**src/rtl/skde_ram.sv**
```systemverilog
// ----------------------------------------------------------------------------
// skde_ram
// Generic single-clock RAM, one write port, one read port, registered read.
// ----------------------------------------------------------------------------
module skde_ram #(
  parameter int WIDTH = 24,
  parameter int DEPTH = 8
) (
  input  logic                                     clk,
  input  logic                                     we,
  input  logic [$clog2(DEPTH > 1 ? DEPTH : 2)-1:0] waddr,
  input  logic [WIDTH-1:0]                         wdata,
  input  logic [$clog2(DEPTH > 1 ? DEPTH : 2)-1:0] raddr,
  output logic [WIDTH-1:0]                         rdata
);

  logic [WIDTH-1:0] mem [DEPTH];

  always_ff @(posedge clk) begin
    if (we) begin
      mem[waddr] <= wdata;
    end
    rdata <= mem[raddr];
  end

endmodule

```
**config.mk**
```make
export PLATFORM = sky130hd
export DESIGN_NAME = skde_ram
export DESIGN_NICKNAME = d
export VERILOG_FILES = /design/src/rtl/skde_ram.sv
export SDC_FILE = /design/constraint.sdc
export NUM_CORES = 1
export LEC_CHECK = 0
export ABC_CLOCK_PERIOD_IN_PS = 8000
export BUFFER_PORTS_ARGS = -buffer_cell sky130_fd_sc_hd__buf_2
export CAP_MARGIN = 0
export CORE_AREA = 3 3 168 170
export CTS_CLUSTER_SIZE = 8
export DETAILED_ROUTE_END_ITERATION = 8
export DIE_AREA = 0 0 171 173
export REMOVE_ABC_BUFFERS = 1
export SLEW_MARGIN = 20
export SYNTH_ARGS = -nofsm -noshare
export SYNTH_HDL_FRONTEND = slang
export SYNTH_SLANG_ARGS = --single-unit
```
**constraint.sdc**
```tcl
create_clock -name clk -period 8 [get_ports clk]
set_input_delay 1.6 -clock clk [delete_from_list [all_inputs] [get_ports clk]]
set_output_delay 1.6 -clock clk [all_outputs]
set_load 0.01 [all_outputs]
```
---- After elaboration in Yosys (flattened, before gate mapping) ----
Memory sizes are Yosys's and may differ from the RTL's. A register that Yosys moved wholly into a read port is not among the register bits.
Cells that the tools add are included.
word-level totals
  bits in registers ....................... 0
  bits in writable memories ............... 192
  bits of input ports ..................... 32
  word-level logic and storage cells ...... 3
  memories ................................ 1
operators by class
  mux-type cells .......................... 2
memories
  memory  words  bits a word  read ports  clocked after Yosys merged registers in  wr ports  RTL line  text
  mem     8      24           1           1                                        1         17        logic [WIDTH-1:0] mem [DEPTH];
operators with widths
  operator          number
  1-bit 2-to-1 mux  2

---- Depth between registers and ports, before layout ----
Gate-level depths: netlist of run 1.
  word-level depth ........................ 2
  depth in mapped cells ................... 4
  depth with buffers taken out ............ 2

---- Worst setup path before layout of run 1 ----
OpenSTA, ideal clock, no wires.
  kind .................................... input port to flip-flop
  start ................................... input port waddr[2] (netlist bit)
  end ..................................... memory mem[0][0] (enable)
  library setup time ...................... 435 ps
  arrival ................................. 3449 ps
  required time ........................... 7565 ps
  setup slack ............................. 4115 ps
  stages on the path ...................... 2
  path buffers ............................ 0
  cells stage by stage .................... nand2b_1 nor3_1
RTL lines
  element          RTL line  text
  start, declared  11        input logic [$clog2(DEPTH > 1 ? DEPTH : 2)-1:0] waddr,
  end, declared    17
No word-level cell before the write port.

==> metrics.txt, run 1 <==
status finished clean; 1st-pass router iterations 4; Chip Width 171 um; critical path class in2reg; fin crit share 35.8%; buffer depth of the longest clock path 3; Yosys reg bits 216; initial core utilization between 20 and 30%; DP Area about 0.0085 mm2; routability congestion estimate 0.665; Via-to-Cell Ratio around 4.4; Crit. End Element register; sw frac 19.7%; Post-DP HPWL 7720 um; worst setup margin ~5.1 ns; All-Layer GR Usage 9.98%; post-layout util 34.8%; CTS buffer count 30; Worst VDD drop 0.180 mV; clk_skew 0.00874 ns; post-synthesis cell type count 14; crit-path cells buf_4, mux4_2, mux2_4; Area contributors post-synth edfxtp_1 (74%), mux4_2 (14%), dfxtp_1 (6.2%); Critical Path Fanout Max 48; hold buffer count at cts 0; Mapped Area around 0.008 mm2; achievable frequency 0.349 GHz; Core ar. 0.0269 mm2; max_slew headroom 35.3%; setup bufs post-CTS 0; Hold Crit Endpoint rdata[15]$_DFF_P_; Initial DRC Count 196; initial antenna violation count 2; worst reg2reg startpoint mem[7][20]$_DFFE_PP_; Final Hold Viols 0; clk_lat worst skew 0.52 ns; RSZ-0062 raised after global routing false; Max-Cap Viols 0; Comb power frac around 4.9%; post-CTS sizing 0; P_sw 0.000503 W; CTS root buf clkbuf_16; Cell Rows 60; share of the synthesized area in the top cell type 73.9%; nets@finish 423; Seq pwr share slightly above 50%; routed vias 3340; Hold Path Class reg2reg; fillers roughly 2.5k; DRC 0; R2R Setup Slk about 6.8 ns; crit path time final 2.87 ns; P_int 0.00205 W; Post-Synthesis Cells 314; Post-DRT Antenna Nets 0; Pwr Density about 270 mW/mm2; final instance area 0.00935 mm2; CTS tree yes; slowest stage delay, CP 0.72 ns; Slowest cell on crit path buf_4; clock sink count between 200 and 250; share of cells above drive strength 1 40.8%; height of the chip 173 um; Leak Pwr 3.07 nW; Synth area leader edfxtp_1; RR Endpoint rdata[20]$_DFF_P_; R2R depth 2; HP Start mem[5][15]$_DFFE_PP_; final setup fails 0; Slew @ Worst Pin 0.971 ns; first-pass GRT wire length 22400 um; worst hold path cell count 2; pre-CTS WS approximately 4.5 ns; Synth Area per Inst 24.8 um2; Req. time, crit path 8.40 ns; Yosys warnings 0; setup TNS 0 ns; Clk pwr share between 40% and 50%; Seq/Total Area, Yosys 80.1%; Reg clk slew, reported paths roughly 0.05 ns; Data arrival, critical path 3.27 ns; DR WL/cell 19.4 um; Synth-to-Final Area Change 19.9%; CTS H-tree lvls 1; port bufs 55; antenna cells 0; Ports 56; WL final 14700 um; Congestion Overflow GR 0; number of global-route vias before repair around 3.8k; die area between 0.02 and 0.03 mm2; largest net degree at the start of global routing 49; Slew Limit Fails 0; CP Launch Type primary input
cells in the final DEF, fill, tap and decap left out:
master / instances
edfxtp_1: 192
buf_2: 54
mux4_2: 48
clkbuf_16: 31
clkbuf_1: 24
dfxtp_1: 24
mux2_4: 12
mux2_2: 12
nor2_4: 6
buf_4: 4
nand2b_1: 3
nand2_1: 2
nor3_2: 2
layer usage:
metal	wire, um	track usage [%]	up-vias	part of all wire [%]
met4	259	2.65	4	1.8
li1	-	-	1475	-
met3	753	2.61	30	5.1
met1	6350	13.2	1752	43
met2	7280	16.4	79	50
met5	26	0	-	0.18
sequential cells by signal, indices dropped and copies added, names as in the netlist:
signal and count:
rdata 24, mem 192
cell usage after synthesis:
master and number:
nor3_1 2, edfxtp_1 192, buf_1 1, nand2_1 2, buf_6 1, mux2_4 12, mux2_2 12, mux4_2 48
nor2_1 6, dfxtp_1 24, clkbuf_1 3, buf_2 6, buf_12 2, nand2b_1 3
power by group through the flow:
stage / logic [W] / clock network [W] / registers, W
2_1_floorplan: 0.0000585 / 0 / 0.00131
3_3_place_gp: 0.000126 / 0 / 0.00131
3_5_place_dp: 0.000130 / 0 / 0.00131
4_1_cts: 0.000130 / 0.00117 / 0.00129
5_1_grt: 0.000138 / 0.00122 / 0.00129
6_report: 0.000126 / 0.00114 / 0.00129
final cells by class:
cell class                      instances  area, um2  share of cell area, %
Clock buffer                           55        866                   9.26
Multi-Input combinational cell         85       1510                   16.2
Sequential cell                       216       6250                   66.8
Tap cell                              341        427                   4.56
Timing Repair Buffer                   58        300                   3.21
through the flow:
stage                     power, W  instances  hold WS (ns)
final                      0.00256        755         0.677
after global routing       0.00265        755         0.696
after CTS                  0.00259        755         0.679
after detailed placement   0.00144        700         0.670
after global placement     0.00143        700         0.664
after floorplan            0.00137        301         0.656
critical path, delay by kind of cell:
| family | cells | cell delay (ns) |
|---|---|---|
| muxes | 2 | 0.91 |
| buffers and inverters | 1 | 0.72 |
cell families (layout without fill, tap and decap cells):
kind of cell,after synthesis,in the layout,share of synthesized area [%]
buffers and inverters,13,113,1.24
and+or+nand+nor,13,13,0.754
DFF,216,216,80.1
muxes,72,72,17.9
how the worst max path moves through the flow:
| stage | cells after the start | from | endpoint |
|---|---|---|---|
| 2_1_floorplan | 2 | waddr[2] | mem[0][0]$_DFFE_PP_ |
| 3_3_place_gp | 3 | raddr[0] | rdata[9]$_DFF_P_ |
| 3_5_place_dp | 3 | raddr[0] | rdata[9]$_DFF_P_ |
| 4_1_cts | 3 | raddr[0] | rdata[9]$_DFF_P_ |
| 5_1_grt | 3 | raddr[0] | rdata[9]$_DFF_P_ |
| 6_report | 3 | raddr[0] | rdata[9]$_DFF_P_ |
Power figures use the tool's default switching activity.
==> run 2, diff against run 1 <==
--- a/config.mk
+++ b/config.mk
@@ -5,13 +5,14 @@
 export SDC_FILE = /design/constraint.sdc
 export NUM_CORES = 1
 export LEC_CHECK = 0
-export ABC_CLOCK_PERIOD_IN_PS = 8000
+export ABC_AREA = 1
+export ABC_CLOCK_PERIOD_IN_PS = 2400
 export BUFFER_PORTS_ARGS = -buffer_cell sky130_fd_sc_hd__buf_2
 export CAP_MARGIN = 0
-export CORE_AREA = 3 3 168 170
+export CORE_AREA = 3 3 180 182
 export CTS_CLUSTER_SIZE = 8
 export DETAILED_ROUTE_END_ITERATION = 8
-export DIE_AREA = 0 0 171 173
+export DIE_AREA = 0 0 183 185
 export REMOVE_ABC_BUFFERS = 1
 export SLEW_MARGIN = 20
 export SYNTH_ARGS = -nofsm -noshare
==> constraint.sdc (replaced) <==
create_clock -name clk -period 2.4 [get_ports clk]
set_input_delay 0.48 -clock clk [delete_from_list [all_inputs] [get_ports clk]]
set_output_delay 0.48 -clock clk [all_outputs]
set_load 0.01 [all_outputs]
==> run 2 against run 1 <==
  * Via count grew 68%
  * Clock skew shrank 0.0033 ns
  * Critical path type is now reg2out
  * Highest routed layer unchanged
  * Cell area grew 12%
  * Critical endpoint is now rdata[13]
  * Die area grew 14%
  * Cell count grew 80%
==> metrics.txt, run 2 <==
Top reg by flops mem; nets@finish 971; CP Launch Type register; Synth-to-Final Area Change 18.0%; Worst path top cell family by delay flip-flops; buffer depth of the longest clock path 3; crit path time final 1.56 ns; setup bufs post-CTS 0; top_reg_cell synth edfxtp_1; share of cells above drive strength 1 between 10% and 20%; Post-synth top cells nand2_1 (318), inv_1 (197), edfxtp_1 (192); Critical Path Fanout Max 1; Post-DP HPWL 10300 um; Data arrival, critical path 1.08 ns; Leak Pwr between 4 and 5 nW; Area contributors post-synth edfxtp_1 (65%), nand2_1 (13%), inv_1 (8.3%); worst setup margin about 0.84 ns; Pwr Density 823 mW/mm2; DP Area about 0.0096 mm2; max_slew headroom 70.2%; CTS root buf clkbuf_16; 1st-pass router iterations 5; antenna cells 0; Slowest cell on crit path dfxtp_1; setup TNS 0 ns; height of the chip 185 um; commonest non-fill, non-tap cell in the layout nand2_1; Seq/Total Area, Yosys 70.1%; CTS buffer count 30; Req. time, crit path 1.92 ns; clk_skew 0.00549 ns; All-Layer GR Usage 11.0%; post-synthesis cell type count 12; initial core utilization 29.0%; CTS tree yes; status finished clean; clk_lat worst skew roughly 0.53 ns; Congestion Overflow GR 0; R2R depth 6; Reg clk slew, reported paths 0.05 ns; final setup fails 0; crit-path cells buf_2; Ports 56; RR Endpoint rdata[2]$_DFF_P_; Critical path buffers and inverters 1; number of global-route vias before repair approximately 5.6k; Top Registers mem x192, rdata x24; CTS H-tree lvls 1; initial antenna violation count 1; achievable frequency 0.640 GHz; Post-synth EDFFs 192; Max-Cap Viols 0; R2R Setup Slk 1.52 ns; pre-CTS WS 0.755 ns; port bufs 55; routability congestion estimate a little over 0.7; DR WL/cell 13.6 um; largest net degree at the start of global routing 97; most frequent cell after synthesis nand2_1; first-pass GRT wire length 29600 um; worst hold path cell count 1; worst hold margin 0.215 ns; Hold Crit Endpoint mem[5][6]$_DFFE_PP_; ys async rst share 0%; RSZ-0062 raised after global routing false; Final Hold Viols 0; Crit. End Element primary output; worst reg2reg startpoint mem[2][2]$_DFFE_PP_; most frequent cells in the layout nand2_1 (318), inv_1 (197), edfxtp_1 (192), nand3_1 (96), buf_2 (55); Chip Width 183 um; WL final 18400 um; Power Total 0.00865 W; Mapped Area 0.00891 mm2; Initial DRC Count 386; slowest stage delay, CP 0.39 ns; routed vias 5613; Slew Limit Fails 0; fin crit share between 60 and 70%; post-CTS sizing 0; Worst VDD drop 0.431 mV; Yosys warnings 0; Synth Area per Inst 10.2 um2; Cell Rows 64; DRC 0; Via-to-Cell Ratio 4.13; Hold Path Class in2reg; Core ar. 0.0307 mm2; Synth area leader edfxtp_1; final instance area 0.0105 mm2; Post-DRT Antenna Nets 0; Post-Synthesis Cells 872; clock sink count 216; share of the synthesized area in the top cell type 64.7%; hold buffer count at cts 0; die area 0.0339 mm2; Yosys reg bits around 220; number of flip-flops under the largest register name 192; critical path class reg2out; HP Start wdata[6]; Slew @ Worst Pin 0.447 ns
[run 2: cell types whose count changed after synthesis, moves of 3 or more]
cell / previous run / this run
clkbuf_1: 3 / 6
buf_6: 1 / 6
inv_1: 0 / 197
mux4_2: 48 / 0
nand3_1: 0 / 96
buf_2: 6 / 20
mux2_2: 12 / 0
nand2_1: 2 / 318
nand2b_1: 3 / 0
mux2_4: 12 / 0
[run 2: cell type report]
cell class	instances	area, um2
well taps	396	495
flip-flops and latches	216	6250
repair buffers	71	433
fillers	3071	20200
clock buffers	55	866
inverters	198	743
multi-input cells	422	1720
[run 2: report_power, final]
group	switching, W	internal [W]	total (W)	leakage [nW]
combinational	0.000360	0.000167	0.000528	2.42
clock	0.00144	0.00238	0.00383	0.410
sequential	0.0000374	0.00425	0.00429	1.95
[run 2: worst max-delay path by stage]
stage                      start                    to  slack, ns  cells after the start
4_1_cts        rdata[13]$_DFF_P_             rdata[13]       0.84                      1
3_3_place_gp            waddr[0]  mem[4][23]$_DFFE_PP_       0.76                      5
3_5_place_dp            waddr[0]   mem[4][8]$_DFFE_PP_       0.75                      5
5_1_grt        rdata[13]$_DFF_P_             rdata[13]       0.83                      1
2_1_floorplan           waddr[0]   mem[0][0]$_DFFE_PP_       0.35                      3
6_report       rdata[13]$_DFF_P_             rdata[13]       0.84                      1
[run 2: per-layer routing]
metal	GRT usage (%)	wire length, um	vias up
met5	0	11	-
met4	3.72	414	2
met3	2.04	1090	32
met2	17.8	8450	146
met1	14.9	8440	2594
li1	-	-	2839
[run 2: cell families after synthesis]
kind of cell | share of synthesized area [%]
buffers and inverters | 10.7
flip-flops | 70.1
AND/OR/NAND/NOR | 19.1
[run 2: per-stage QoR]
step | std cells | utilization [%]
after CTS | 1358 | 34.2
after floorplan | 836 | -
after detailed placement | 1303 | 31.4
after global routing | 1358 | 34.2
after global placement | 1303 | 31.4
final | 1358 | 34.2
